**src/rtl/lru_key_value_cache_macros.svh**
```systemverilog
// Assertion macros for the LRU key-value cache.
`ifndef LRU_KEY_VALUE_CACHE_MACROS_SVH
`define LRU_KEY_VALUE_CACHE_MACROS_SVH
`ifndef SYNTHESIS
`define LKVC_ASSERT(label, clk, rst_n, prop) \
    label: assert property (@(posedge clk) disable iff (!rst_n) prop) \
        else $error("lkvc assertion failed");
`define LKVC_NEVER(label, clk, rst_n, expr) \
    label: assert property (@(posedge clk) disable iff (!rst_n) !(expr)) \
        else $error("lkvc forbidden condition seen");
`else
`define LKVC_ASSERT(label, clk, rst_n, prop)
`define LKVC_NEVER(label, clk, rst_n, expr)
`endif
`endif

```
**src/rtl/lkvc_pkg.sv**
```systemverilog
// Shared types and constants for the LRU key-value cache.
`timescale 1ns / 1ps
package lkvc_pkg;

    localparam int CAP_BITS  = 5;
    localparam int ADDR_BITS = 3;

    localparam logic [CAP_BITS-1:0] CAP_RESET = 5'd16;

    // register index taken from paddr[2]
    localparam logic REG_CAPACITY = 1'b0;

    localparam logic MODE_GET = 1'b0;
    localparam logic MODE_PUT = 1'b1;

    typedef enum logic [1:0]
    {
        ST_IDLE,
        ST_CMP,
        ST_UPD
    } lkvc_state_t;

    typedef struct packed
    {
        logic cmp;
        logic load;
    } cell_ctl_t;

endpackage

```
**src/rtl/lru_key_value_cache.sv**
```systemverilog
// Top level of the LRU key-value cache: item handshake, control and the cell chain.
//
//  channel   dir  handshake                     payload
//  s_axis    in   s_axis_tvalid/s_axis_tready   tuser: mode; tdata: key, value
//  m_axis    out  m_axis_tvalid/m_axis_tready   tuser: found; tdata: read_value
//  apb       in   psel/penable/pwrite/pready    capacity at byte address 0
//
//  Each item goes through a compare state, which compares its key in every cell, then an
//  update state, which encodes the hit and shifts the chain and may take the next item.
//  Cells stay ordered most recent first; the update cycle moves a run of cells by one.
//  Reset empties the chain at once and sets capacity to 16.
//  A result that is not taken holds the update cycle and the input side.
`timescale 1ns / 1ps
module lru_key_value_cache #(
    parameter int MAX_ENTRIES = 16,
    parameter int KEY_BITS    = 32,
    parameter int VALUE_BITS  = 32
) (
    input  logic                                   clk,
    input  logic                                   rst_n,
    input  logic                                   s_axis_tvalid,
    output logic                                   s_axis_tready,
    // [KEY_BITS-1:0] key, then value, zero padded to bytes
    input  logic [((KEY_BITS+VALUE_BITS+7)/8)*8-1:0] s_axis_tdata,
    // [0] mode
    input  logic [0:0]                             s_axis_tuser,
    output logic                                   m_axis_tvalid,
    input  logic                                   m_axis_tready,
    // [VALUE_BITS-1:0] read_value, zero padded to bytes
    output logic [((VALUE_BITS+7)/8)*8-1:0]        m_axis_tdata,
    // [0] found
    output logic [0:0]                             m_axis_tuser,
    input  logic                                   psel,
    input  logic                                   penable,
    input  logic                                   pwrite,
    input  logic [lkvc_pkg::ADDR_BITS-1:0]         paddr,
    input  logic [31:0]                            pwdata,
    output logic [31:0]                            prdata,
    output logic                                   pready
);
    `include "lru_key_value_cache_macros.svh"
    import lkvc_pkg::*;

    localparam int IW    = $clog2(MAX_ENTRIES);
    localparam int OW    = $clog2(MAX_ENTRIES + 1);
    localparam int CW    = (OW > CAP_BITS) ? OW : CAP_BITS;
    localparam int OUT_W = ((VALUE_BITS + 7) / 8) * 8;

    lkvc_state_t state_reg, state_next;

    logic                  mode_reg;
    logic [KEY_BITS-1:0]   key_reg;
    logic [VALUE_BITS-1:0] value_reg;
    logic [OW-1:0]         occ_reg, occ_next;
    logic [CAP_BITS-1:0]   cap_reg;
    logic                  out_valid_reg, out_valid_next;
    logic                  out_found_reg;
    logic [VALUE_BITS-1:0] out_value_reg;

    logic in_accept;
    logic out_free;
    logic finish;
    logic do_update;
    logic cfg_write;

    logic [MAX_ENTRIES-1:0]                 valid_vec;
    logic [MAX_ENTRIES-1:0]                 match_vec;
    logic [MAX_ENTRIES-1:0][KEY_BITS-1:0]   key_vec;
    logic [MAX_ENTRIES-1:0][VALUE_BITS-1:0] value_vec;
    logic [MAX_ENTRIES-1:0]                 load_vec;

    logic                  found;
    logic [IW-1:0]         hit_idx;
    logic [VALUE_BITS-1:0] hit_value;
    logic [VALUE_BITS-1:0] head_value;
    logic [CW-1:0]         eff_cap;
    logic [CW-1:0]         cap_ext;
    logic                  evict;
    logic [IW-1:0]         ins_pos;
    logic [IW-1:0]         upd_pos;

    // ---------------- configuration port ----------------
    assign pready    = 1'b1;
    assign cfg_write = psel && penable && pwrite && pready;
    assign prdata    = (paddr[2] == REG_CAPACITY) ? 32'(cap_reg) : 32'd0;

    always_ff @(posedge clk or negedge rst_n)
    begin
        if (!rst_n)
        begin
            cap_reg <= CAP_RESET;
        end
        else if (cfg_write && (paddr[2] == REG_CAPACITY))
        begin
            cap_reg <= pwdata[CAP_BITS-1:0];
        end
    end

    // capacity zero acts as one, above the chain length as the chain length
    assign cap_ext = CW'(cap_reg);
    always_comb
    begin
        priority if (cap_reg == '0)
            eff_cap = CW'(1);
        else if (cap_ext > CW'(MAX_ENTRIES))
            eff_cap = CW'(MAX_ENTRIES);
        else
            eff_cap = cap_ext;
    end

    assign evict   = CW'(occ_reg) >= eff_cap;
    assign ins_pos = evict ? IW'(occ_reg - OW'(1)) : IW'(occ_reg);
    assign upd_pos = found ? hit_idx : ins_pos;

    // ---------------- control ----------------
    assign in_accept = s_axis_tvalid && s_axis_tready;
    assign out_free  = !out_valid_reg || m_axis_tready;

    always_comb
    begin
        state_next    = state_reg;
        s_axis_tready = 1'b0;
        finish        = 1'b0;
        unique case (state_reg)
            ST_IDLE:
            begin
                s_axis_tready = 1'b1;
                if (s_axis_tvalid)
                    state_next = ST_CMP;
            end
            ST_CMP:
            begin
                state_next = ST_UPD;
            end
            ST_UPD:
            begin
                s_axis_tready = out_free;
                if (out_free)
                begin
                    finish     = 1'b1;
                    state_next = s_axis_tvalid ? ST_CMP : ST_IDLE;
                end
            end
            default:
            begin
                state_next = ST_IDLE;
            end
        endcase
    end

    assign do_update = finish && (found || (mode_reg == MODE_PUT));

    always_comb
    begin
        occ_next = occ_reg;
        if (do_update && !found && !evict)
            occ_next = occ_reg + OW'(1);
    end

    always_comb
    begin
        out_valid_next = out_valid_reg;
        if (finish)
            out_valid_next = 1'b1;
        else if (m_axis_tready)
            out_valid_next = 1'b0;
    end

    always_ff @(posedge clk or negedge rst_n)
    begin
        if (!rst_n)
        begin
            state_reg     <= ST_IDLE;
            occ_reg       <= '0;
            out_valid_reg <= 1'b0;
        end
        else
        begin
            state_reg     <= state_next;
            occ_reg       <= occ_next;
            out_valid_reg <= out_valid_next;
        end
    end

    always_ff @(posedge clk)
    begin
        if (in_accept)
        begin
            mode_reg  <= s_axis_tuser[0];
            key_reg   <= s_axis_tdata[KEY_BITS-1:0];
            value_reg <= s_axis_tdata[KEY_BITS+VALUE_BITS-1:KEY_BITS];
        end
        if (finish)
        begin
            out_found_reg <= found;
            out_value_reg <= (found && (mode_reg == MODE_GET)) ? hit_value : '0;
        end
    end

    assign m_axis_tvalid   = out_valid_reg;
    assign m_axis_tuser[0] = out_found_reg;
    assign m_axis_tdata    = OUT_W'(out_value_reg);

    // ---------------- hit encode ----------------
    lkvc_hit_enc #(
        .MAX_ENTRIES (MAX_ENTRIES),
        .VALUE_BITS  (VALUE_BITS)
    ) u_hit_enc (
        .match_vec (match_vec),
        .value_vec (value_vec),
        .found     (found),
        .hit_idx   (hit_idx),
        .hit_value (hit_value)
    );

    // a put writes its own value at the head, a get carries the old one forward
    assign head_value = (mode_reg == MODE_PUT) ? value_reg : hit_value;

    // ---------------- cell chain ----------------
    for (genvar i = 0; i < MAX_ENTRIES; i++)
    begin : g_cell
        cell_ctl_t             ctl;
        logic                  prev_valid;
        logic [KEY_BITS-1:0]   prev_key;
        logic [VALUE_BITS-1:0] prev_value;

        // advance every cell from the head down to the updated position
        assign load_vec[i] = do_update && (IW'(i) <= upd_pos);
        assign ctl.cmp     = (state_reg == ST_CMP);
        assign ctl.load    = load_vec[i];

        if (i == 0)
        begin : g_head
            assign prev_valid = 1'b1;
            assign prev_key   = key_reg;
            assign prev_value = head_value;
        end
        else
        begin : g_body
            assign prev_valid = valid_vec[i-1];
            assign prev_key   = key_vec[i-1];
            assign prev_value = value_vec[i-1];
        end

        lkvc_cell #(
            .KEY_BITS   (KEY_BITS),
            .VALUE_BITS (VALUE_BITS)
        ) u_cell (
            .clk        (clk),
            .rst_n      (rst_n),
            .ctl        (ctl),
            .prev_valid (prev_valid),
            .prev_key   (prev_key),
            .prev_value (prev_value),
            .item_key   (key_reg),
            .valid      (valid_vec[i]),
            .key        (key_vec[i]),
            .value      (value_vec[i]),
            .match      (match_vec[i])
        );
    end

    // ---------------- assertions ----------------
    `LKVC_ASSERT(a_match_onehot, clk, rst_n, (state_reg == ST_UPD) |-> $onehot0(match_vec))
    `LKVC_ASSERT(a_occ_count, clk, rst_n, $countones(valid_vec) == int'(occ_reg))
    `LKVC_NEVER(a_valid_prefix, clk, rst_n, (valid_vec & (valid_vec + MAX_ENTRIES'(1))) != '0)
    `LKVC_NEVER(a_no_take_in_cmp, clk, rst_n, (state_reg == ST_CMP) && s_axis_tready)
    `LKVC_ASSERT(a_result_after_upd, clk, rst_n, finish |=> m_axis_tvalid)

endmodule

```
**src/rtl/lkvc_cell.sv**
```systemverilog
// One entry of the recency-ordered chain: holds a key/value pair and takes its neighbor's.
`timescale 1ns / 1ps
module lkvc_cell #(
    parameter int KEY_BITS   = 32,
    parameter int VALUE_BITS = 32
) (
    input  logic                   clk,
    input  logic                   rst_n,
    input  lkvc_pkg::cell_ctl_t    ctl,
    input  logic                   prev_valid,
    input  logic [KEY_BITS-1:0]    prev_key,
    input  logic [VALUE_BITS-1:0]  prev_value,
    input  logic [KEY_BITS-1:0]    item_key,
    output logic                   valid,
    output logic [KEY_BITS-1:0]    key,
    output logic [VALUE_BITS-1:0]  value,
    output logic                   match
);
    import lkvc_pkg::*;

    logic                  valid_reg;
    logic                  match_reg;
    logic [KEY_BITS-1:0]   key_reg;
    logic [VALUE_BITS-1:0] value_reg;

    always_ff @(posedge clk or negedge rst_n)
    begin
        if (!rst_n)
        begin
            valid_reg <= 1'b0;
            match_reg <= 1'b0;
        end
        else
        begin
            if (ctl.cmp)
            begin
                match_reg <= valid_reg && (key_reg == item_key);
            end
            if (ctl.load)
            begin
                valid_reg <= prev_valid;
            end
        end
    end

    always_ff @(posedge clk)
    begin
        if (ctl.load)
        begin
            key_reg   <= prev_key;
            value_reg <= prev_value;
        end
    end

    assign valid = valid_reg;
    assign key   = key_reg;
    assign value = value_reg;
    assign match = match_reg;

endmodule

```
**src/rtl/lkvc_hit_enc.sv**
```systemverilog
// Encode the one-hot match row into a position and select the matching value.
`timescale 1ns / 1ps
module lkvc_hit_enc #(
    parameter int MAX_ENTRIES = 16,
    parameter int VALUE_BITS  = 32
) (
    input  logic [MAX_ENTRIES-1:0]                 match_vec,
    input  logic [MAX_ENTRIES-1:0][VALUE_BITS-1:0] value_vec,
    output logic                                   found,
    output logic [$clog2(MAX_ENTRIES)-1:0]         hit_idx,
    output logic [VALUE_BITS-1:0]                  hit_value
);
    import lkvc_pkg::*;

    localparam int IW = $clog2(MAX_ENTRIES);

    // keys are unique among valid entries, so at most one match bit is set
    always_comb
    begin
        logic [IW-1:0]         idx;
        logic [VALUE_BITS-1:0] val;
        idx = '0;
        val = '0;
        for (int i = 0; i < MAX_ENTRIES; i++)
        begin
            if (match_vec[i])
            begin
                idx = idx | IW'(i);
                val = val | value_vec[i];
            end
        end
        hit_idx   = idx;
        hit_value = val;
    end

    assign found = |match_vec;

endmodule

```
**config.mk**
```make
export PLATFORM = sky130hd
export DESIGN_NAME = lru_key_value_cache
export DESIGN_NICKNAME = d
export VERILOG_FILES = /design/src/rtl/lkvc_pkg.sv /design/src/rtl/lru_key_value_cache.sv /design/src/rtl/lkvc_cell.sv /design/src/rtl/lkvc_hit_enc.sv
export VERILOG_INCLUDE_DIRS = /design/src /design/src/rtl
export SDC_FILE = /design/constraint.sdc
export NUM_CORES = 1
export LEC_CHECK = 0
export ABC_AREA = 1
export BUFFER_PORTS_ARGS = -buffer_cell sky130_fd_sc_hd__buf_4
export CAP_MARGIN = 5
export CORE_MARGIN = 4
export CORE_UTILIZATION = 40
export DETAILED_ROUTE_END_ITERATION = 12
export SLEW_MARGIN = 20
export SYNTH_ARGS = -nofsm -noshare
export SYNTH_HDL_FRONTEND = slang
export SYNTH_SLANG_ARGS = --single-unit
export TNS_END_PERCENT = 30
```
**constraint.sdc**
```tcl
create_clock -name clk -period 8.2 [get_ports clk]
set_input_delay 1.23 -clock clk [delete_from_list [all_inputs] [get_ports clk]]
set_output_delay 1.23 -clock clk [all_outputs]
set_load 0.02 [all_outputs]
```
==> results of run 1 <==
worst reg2reg max path, delay by kind of cell (launching register included):
| kind | cells | cell delay, ps |
|---|---|---|
| simple gates | 12 | 1760 |
| buf+inv | 4 | 1380 |
| flops | 1 | 360 |
| fa+ha+maj | 1 | 290 |
placed cells by master (no fill, tap or decap), types with 9 or more instances in the layout:
| cell type | instances |
|---|---|
| a21oi_1 | 17 |
| edfxtp_1 | 1122 |
| nand2_1 | 589 |
| nor3_1 | 42 |
| or2_2 | 74 |
| dfrtp_2 | 9 |
| a22o_1 | 36 |
| xor2_1 | 161 |
| nand3_1 | 117 |
| dfrtp_1 | 35 |
| o21ai_0 | 35 |
| clkinv_1 | 32 |
| nand4_1 | 122 |
| a221oi_1 | 62 |
| nor4_1 | 37 |
| xnor2_1 | 252 |
| nand2_2 | 11 |
| inv_1 | 101 |
| clkbuf_16 | 119 |
| buf_4 | 168 |
| conb_1 | 28 |
| nor2_1 | 144 |
| a211oi_1 | 9 |
| clkinv_2 | 23 |
| clkbuf_1 | 32 |
stage by stage:
stage               power, W  instances  area (µm²)  setup WS, ps
floorplan           0.008790       3245       46680          1217
global placement    0.009361       4760       49070          3319
detailed placement  0.009407       4760       49070          3264
CTS                  0.01453       4980       52710          3889
global route         0.01496       4980       52710          3569
finish               0.01440       4980       52710          3999
final cells by class:
cell class	instances	area (µm²)
clock buffers	155	3153
clock inverters	65	483.0
flip-flops and latches	1167	34830
fillers	10040	62260
repair buffers	168	1261
well taps	1512	1892
multi-input cells	1800	10640
inverters	113	445.4
cell families (layout without fill, tap and decap cells):
logic type | Yosys count | count (layout) | share of synthesized area [%]
compound gates | 176 | 176 | 2.799
xor+xnor | 413 | 413 | 7.765
fa+ha+maj | 7 | 7 | 0.1880
buf+inv | 278 | 501 | 2.737
flops | 1167 | 1167 | 74.74
other cells | 2 | 28 | 0.01612
simple gates | 1176 | 1176 | 11.75
metal layers:
metal / track usage, % / up-vias / wire [µm]
met4: 4.941 / 0 / 2404
li1: - / 11820 / -
met2: 29.03 / 956 / 52190
met5: 0 / - / 0
met3: 3.973 / 152 / 9054
met1: 25.75 / 13250 / 49450
worst paths after layout:
kind / end / slack, ps / start / depth (start not counted)
min reg2reg: g_cell[4].u_cell.value[22] / 420 / g_cell[3].u_cell.value[22] / 0
max reg2reg: g_cell[15].u_cell.value[26] / 4000 / cap_ext[0] / 17
max in group asynchronous: g_cell[2].u_cell.match / 7210 / rst_n / 1
min: g_cell[4].u_cell.value[22] / 420 / g_cell[3].u_cell.value[22] / 0
min in group asynchronous: cap_ext[0] / 510 / rst_n / 1
max: g_cell[15].u_cell.value[26] / 4000 / cap_ext[0] / 17
report_power, final:
| group | total [W] | internal (W) | switching [W] |
|---|---|---|---|
| Sequential | 0.00783 | 0.00744 | 0.000393 |
| Clock | 0.00511 | 0.00286 | 0.00226 |
| Combinational | 0.00145 | 0.000412 | 0.00104 |
==> impl_results.md, run 1 <==
* Status: finished, final reports clean
* Cell mode on critical path: nand2_1
* NumNets Final at 3483
* Setup TNS at 0 ps
* Register area share after synthesis at between 70% and 80%
* Vias in the first global route at 26330
* Crit Path Class: reg2reg
* Postcts setup bufs at 0
* CP Data Required Time at approximately 8500 ps
* Die height at 349.3 µm
* Detail Placement HPWL at approximately 70000 µm
* Syn Inst Count at 3219
* Post-synth cell types at 47
* CP delay by family, top: simple AND/OR/NAND/NOR gates
* CP cell instances: inv_1, nand4_1, nand2_1, nand2_1, ha_1, nand2_1, nand2_1, nand2_1, nand3_2, nand2_1, nand3_1, nand2_2, inv_2, nor2_8, nand2_2, clkinv_2, buf_4
* Port buffer count at 117
* Root buffer cell: clkbuf_16
* Io pins at 175
* Fraction of layout cells with a size suffix above 1 at between 10% and 20%
* Syn-to-layout area delta at 13.14%
* Initial core utilization at 40.52%
* Relative slew slack at 27.45%
* Post-CTS Hold Fix Bufs at 0
* Total gr overflow at 0
* Slowest CP cell: buf_4
* Worst-Skew Late Latency at 720 ps
* All-layer global routing usage at 18.32%
* CP Launch Type: flip-flop
* Top-count cell post-synth: edfxtp_1
* Buf+Inv Stages, Crit Path at 4
* Number of DRC markers in iteration 0 at 2190
* Final clock skew at 37.30 ps
* Syn. warnings at 0
* Final core occ at 45.85%
* Setup crit end kind: flip-flop
* DR vias at 26170
* Largest net degree at the start of global routing at 60
* Synth top area cells: edfxtp_1 (72%), nand2_1 (4.8%), xnor2_1 (4.7%)
* DIE AREA at 122000 µm²
* Tcrit/Tclk final at 51.24%
* Highest clock rate at 238.0 MHz
* Clock sink count at 1167
* Clock tree buffer depth at 3
* Max_cap viols at 0
* Hold Vio Cnt, Final at 0
* Count of state elements after synthesis at 1167
* Final min period at approximately 4200 ps
* Top-area cell type share of the netlist area at 72.32%
* RSZ-0062 raised after global routing: false
* Critical path peak fanout at 33
* Core Region at ~110000 µm²
* # setup viols final at 0
* Routed WL at approximately 110000 µm
* Worst Hold Class: reg2reg
* Num CTS Buffers at between 100 and 150
* Initial antenna violation count at 2
* Post-synth top cells: edfxtp_1 (1122), nand2_1 (591), xnor2_1 (252)
* Max-slew violation count at 0
* EDFF count, synth at 1122
* Drt wl/cell at 22.71 µm
* Post-synthesis cell area at 46590 µm²
* Largest area contributor in the netlist: edfxtp_1
* First-pass GRT wire length at roughly 170000 µm
* Final Hold Slack at 423.3 ps
* Antenna diodes at 0
* # rows at 124
* Predominant post-synthesis flop cell: edfxtp_1
* Pleak at 18.07 nW
* Routed vias/inst at around 5.3
* VDD IR-drop max at between 0.15 and 0.2 mV
* Clock transition at path regs at 60 ps
* Pwr Density at 273.1 nW/µm²
* Fraction of registers with async set/reset at slightly below 4%
* H-tree levels at 3
* Routability cong. at 0.7973
* TritonCTS clock tree: built
* Drt pass-1 iters at 5
* Avg Inst Size Synth at 14.47 µm²
* Crit path DAT at 4530 ps
* Actual slew at the worst max-slew pin at 1088 ps
* Detail Route Antenna Nets at 0
* Worst path max stage delay at 620 ps
* Die width at between 300 and 400 µm
* DRC violations left at 0
* CTS resizes at 0
(Power assumes the default switching activity.)
==> run 2: changes to the inputs <==
- clock period: 8.2 -> 3.6 ns (I/O delays scaled with it)
==> impl_results.md, run 2 (synthesized netlist as in run 1, its figures left out) <==
* Status: finished, final reports clean
* All-layer global routing usage at 18.27%
* Critical path peak fanout at 19
* Number of DRC markers in iteration 0 at 2295
* Max_cap viols at 0
* Placement Setup Slack at between 200 and 250 ps
* DRC violations left at 0
* Relative slew slack at roughly 35%
* VDD IR-drop max at 0.4330 mV
* Clock transition at path regs at about 60 ps
* Worst Hold Class: in2reg
* Routability cong. at 0.7879
* First-pass GRT wire length at approximately 170000 µm
* TritonCTS clock tree: built
* Io pins at between 150 and 200
* Vias in the first global route at 26410
* Fillers at 9888
* Crit Path Class: reg2reg
* Final min period at 3230 ps
* CP Launch Type: flip-flop
* Num CTS Buffers at 118
* # rows at approximately 120
* Clock tree buffer depth at 3
* Final Hold Slack at 39.37 ps
* Actual slew at the worst max-slew pin at between 900 and 1000 ps
* Antenna diodes at 0
* DR vias at 26310
* Hold Vio Cnt, Final at 0
* Pleak at 18.57 nW
* Die height at approximately 350 µm
* Crit path DAT at 3650 ps
* Max-slew violation count at 0
* Design area at 53880 µm²
* Initial core utilization at 40.52%
* Postcts setup bufs at 0
* Syn-to-layout area delta at 15.65%
* Routed vias/inst at between 5 and 6
* Pwr Density at 611.2 nW/µm²
* Detail Route Antenna Nets at 0
* H-tree levels at 3
* Die width at 349.3 µm
* Largest net degree at the start of global routing at 67
* Drt wl/cell at 22.06 µm
* Setup TNS at 0 ps
* DIE AREA at 122000 µm²
* Tcrit/Tclk final at 89.71%
* Initial antenna violation count at 0
* Total gr overflow at 0
* Core Region at 115000 µm²
* Routed WL at 112100 µm
* CP Data Required Time at 4020 ps
* Post-Place Cell Area at between 40000 and 50000 µm²
* Highest clock rate at 309.6 MHz
* Worst-Skew Late Latency at 700 ps
* NumNets Final at 3583
* Commonest cells after routing, fill and taps aside: edfxtp_1 (1122), nand2_1 (589), xnor2_1 (252)
* Clock sink count at 1167
* # setup viols final at 0
* Root buffer cell: clkbuf_16
* Final setup margin at roughly 370 ps
* Fraction of layout cells with a size suffix above 1 at ~14%
* Drt pass-1 iters at 5
* Final Total Pwr at approximately 0.033 W
* Setup crit end kind: flip-flop
* Detail Placement HPWL at 72760 µm
* Port buffer count at ~120
* RSZ-0062 raised after global routing: false
* Most common cell after layout, fill and taps aside: edfxtp_1
* Final clock skew at 26.75 ps
## run 2: what timing repair did
action	in CTS	in global routing
hold endpoints to repair	99	0
hold buffers	56	0
gates resized for setup	0	1
setup endpoints to repair	0	48
## run 2: through the flow
stage,utilization (%),std cells
after floorplan,-,3245
after global placement,43.26,4805
after detailed placement,43.26,4805
after CTS,46.86,5079
after global routing,46.86,5079
final,46.86,5079
## run 2: metal layers
metal | share of wire, % | GRT usage (%) | wire length [µm]
met5 | 0 | 0 | 0
met4 | 2.5 | 5.451 | 2791
met3 | 7.2 | 3.271 | 8022
met2 | 46 | 28.71 | 51450
met1 | 44 | 26.11 | 49800
## run 2: final timing paths
| check | end | slack, ps | startpoint | depth (start not counted) |
|---|---|---|---|---|
| max in group asynchronous | g_cell[2].u_cell.match | 2730 | rst_n | 2 |
| min in group asynchronous | m_axis_tvalid | 400 | rst_n | 2 |
| worst min-delay path | value_reg[9] | 40 | s_axis_tdata[41] | 1 |
| worst min register to register | g_cell[12].u_cell.value[20] | 440 | g_cell[11].u_cell.value[20] | 0 |
| worst max register to register | g_cell[9].u_cell.value[15] | 370 | cap_ext[0] | 16 |
| worst max-delay path | g_cell[9].u_cell.value[15] | 370 | cap_ext[0] | 16 |
## run 2: power by group
| group | internal, W | total [W] | switching, W |
|---|---|---|---|
| clock network | 0.00647 | 0.0116 | 0.00511 |
| registers | 0.0169 | 0.0178 | 0.000879 |
| logic | 0.00116 | 0.00357 | 0.00241 |
## run 2: critical path, stage by stage (launching register included)
cell	delay, ps
dfrtp_1	360
inv_1	110
nand4_1	130
nand2_1	110
nand2_1	80
ha_1	270
nand2_1	80
inv_1	40
nand2_1	160
nand3_2	180
nand2_1	140
nand3_4	110
nand2_2	120
nand3_2	100
nand3_1	120
clkinv_2	450
buf_12	370
## run 2: cell type report
type | count | area, µm² | share of cell area (%)
flip-flops and latches | 1167 | 34830 | 64.65
multi-input cells | 1800 | 10650 | 19.77
clock buffers | 145 | 3075 | 5.708
repair buffers | 269 | 2460 | 4.566
well taps | 1512 | 1892 | 3.511
clock inverters | 73 | 510.5 | 0.9475
inverters | 113 | 454.2 | 0.8430
==> run 3: changes to the inputs <==
- CORE_UTILIZATION: 40 -> 55
- PLACE_DENSITY: not set -> 0.72
- clock period: 3.6 -> 3.4 ns (I/O delays scaled with it)
==> impl_results.md, run 3 (synthesized netlist as in run 1, its figures left out) <==
* Seq pwr share at 53.1%
* Hold Vio Cnt, Final at 0
* Crit Path Class: reg2reg
* Pleak at 18.74 nW
* Postcts setup bufs at 0
* Cell mode on critical path: nand2_2
* Crit path DAT at 3690 ps
* Failing checks: antenna rules
* Clock tree buffer depth at 3
* Total gr overflow at 0
* Worst path max stage delay at between 400 and 500 ps
* Final Hold Slack at 41.67 ps
* Vias in the first global route at 27390
* CP cell instances: nor2_1, nand2_2, nor2_8, nand3_1, nand2_2, clkinv_2, nand3_2, o21ai_2, nand2_1, clkinvlp_4, buf_12
* Port buffer count at 117
* # setup viols final at 0
* Io pins at ~180
* Final min period at 3276 ps
* DR vias at 27200
* Number of DRC markers in iteration 0 at 3169
* Commonest cells after routing, fill and taps aside: edfxtp_1 (1122), nand2_1 (589), xnor2_1 (252)
* Final clock skew at around 27 ps
* Non-Filler Instances at 4712
* All-layer global routing usage at 24.33%
* Root buffer cell: clkbuf_16
* CP Launch Type: flip-flop
* VDD IR-drop max at 0.4271 mV
* Detail Route Antenna Nets at 1
* Routability cong. at about 0.92
* Routed WL at 109500 µm
* First-pass GRT wire length at around 170000 µm
* Highest clock rate at about 310 MHz
* Drt pass-1 iters at 8
* Fraction of layout cells with a size suffix above 1 at ~15%
* Clock sink count at 1167
* # rows at 106
* Hold Crit Depth at 1
* Worst-Skew Late Latency at slightly below 700 ps
* Sw Pwr at 0.008868 W
* Initial antenna violation count at 0
* DRC violations left at 0
* DIE AREA at 89420 µm²
* Largest net degree at the start of global routing at between 60 and 70
* Drt wl/cell at between 20 and 25 µm
* H-tree levels at 3
* Core Region at roughly 84000 µm²
* TritonCTS clock tree: built
* Tcrit/Tclk final at ~96%
* Clock transition at path regs at 60 ps
* Max-slew violation count at 0
* Status: complete, but fails checks
* Switching share of total power at 25.00%
* Setup crit end kind: flip-flop
* Routed vias/inst at between 5 and 6
* Placed cell count at 4431
* Pwr Density at 659.9 nW/µm²
* Most common cell after layout, fill and taps aside: edfxtp_1
* Max_cap viols at 0
* Clock power frac at between 30% and 40%
* NumNets Final at 3588
* Slowest CP cell: dfrtp_1
* Worst Hold Class: in2reg
* Actual slew at the worst max-slew pin at 862.7 ps
* CP Data Required Time at 3820 ps
* Logic pwr share at 10.9%
* Critical path peak fanout at 24
* RSZ-0062 raised after global routing: false
* Detail Placement HPWL at 71410 µm
* Power Internal at around 0.027 W
* Syn-to-layout area delta at 15.35%
* Num CTS Buffers at 114
* Die height at 299.0 µm
* R2R depth at 11
* Die width at 299.0 µm
* Relative slew slack at 42.49%
* Initial core utilization at 55.58%
-- run 3: final cells by class --
| cell class | instances | area [µm²] |
|---|---|---|
| multi-input combinational | 1800 | 10650 |
| antenna | 7 | 17.52 |
| inverter | 113 | 449.2 |
| clock buffer | 142 | 2998 |
| fill | 5815 | 30080 |
| tap | 1134 | 1419 |
| timing repair buffer | 278 | 2565 |
| clock inverter | 71 | 820.8 |
| sequential | 1167 | 34820 |
-- run 3: timing repair --
item	in CTS	in global routing
hold buffers	61	0
gates resized for setup	0	0
endpoints found under the hold margin	104	0
-- run 3: critical path, delay by kind of cell, from the launching register on --
kind,cells,cell delay [ps]
AND/OR/NAND/NOR,7,1410
flip-flops,1,490
buffers and inverters,3,1000
AO/OA/AOI/OAI,1,80
-- run 3: through the flow --
stage / total power, W / util (%) / area [µm²] / setup slack (ps) / TNS [ps]
after CTS: 0.03560 / 64.09 / 53720 / 239.6 / 0
after floorplan: 0.02120 / - / 46730 / -280.7 / -55250
after global placement: 0.02263 / 58.81 / 49290 / 358.7 / 0
after detailed placement: 0.02284 / 58.81 / 49290 / 295.6 / 0
final: 0.03546 / 64.11 / 53740 / 123.8 / 0
after global routing: 0.03671 / 64.09 / 53720 / 35.14 / 0
-- run 3: final timing paths --
path	start	endpoint	slack, ps
worst max-delay path	g_cell[1].u_cell.match	g_cell[11].u_cell.value[13]	120
min in group asynchronous	rst_n	state_reg[0]	400
worst min-delay path	s_axis_tdata[7]	g_cell[0].prev_key[7]	40
worst min register to register	g_cell[1].u_cell.key[22]	g_cell[2].u_cell.key[22]	440
worst max register to register	g_cell[1].u_cell.match	g_cell[11].u_cell.value[13]	120
max in group asynchronous	rst_n	m_axis_tvalid	2550
-- run 3: metal layers --
metal | wire length, µm | up-vias | global-route usage [%]
met5 | 0 | - | 0
met4 | 3070 | 0 | 7.406
met3 | 11640 | 217 | 4.889
met2 | 49960 | 1557 | 37.80
met1 | 44840 | 13400 | 35.28
li1 | - | 12030 | -
-- run 3: power by group through the flow --
stage / registers [W] / clock network (W) / logic [W]
6_report: 0.0188 / 0.0128 / 0.00385
3_3_place_gp: 0.0190 / 0 / 0.00362
3_5_place_dp: 0.0191 / 0 / 0.00374
5_1_grt: 0.0190 / 0.0136 / 0.00413
2_1_floorplan: 0.0188 / 0 / 0.00237
4_1_cts: 0.0188 / 0.0129 / 0.00383
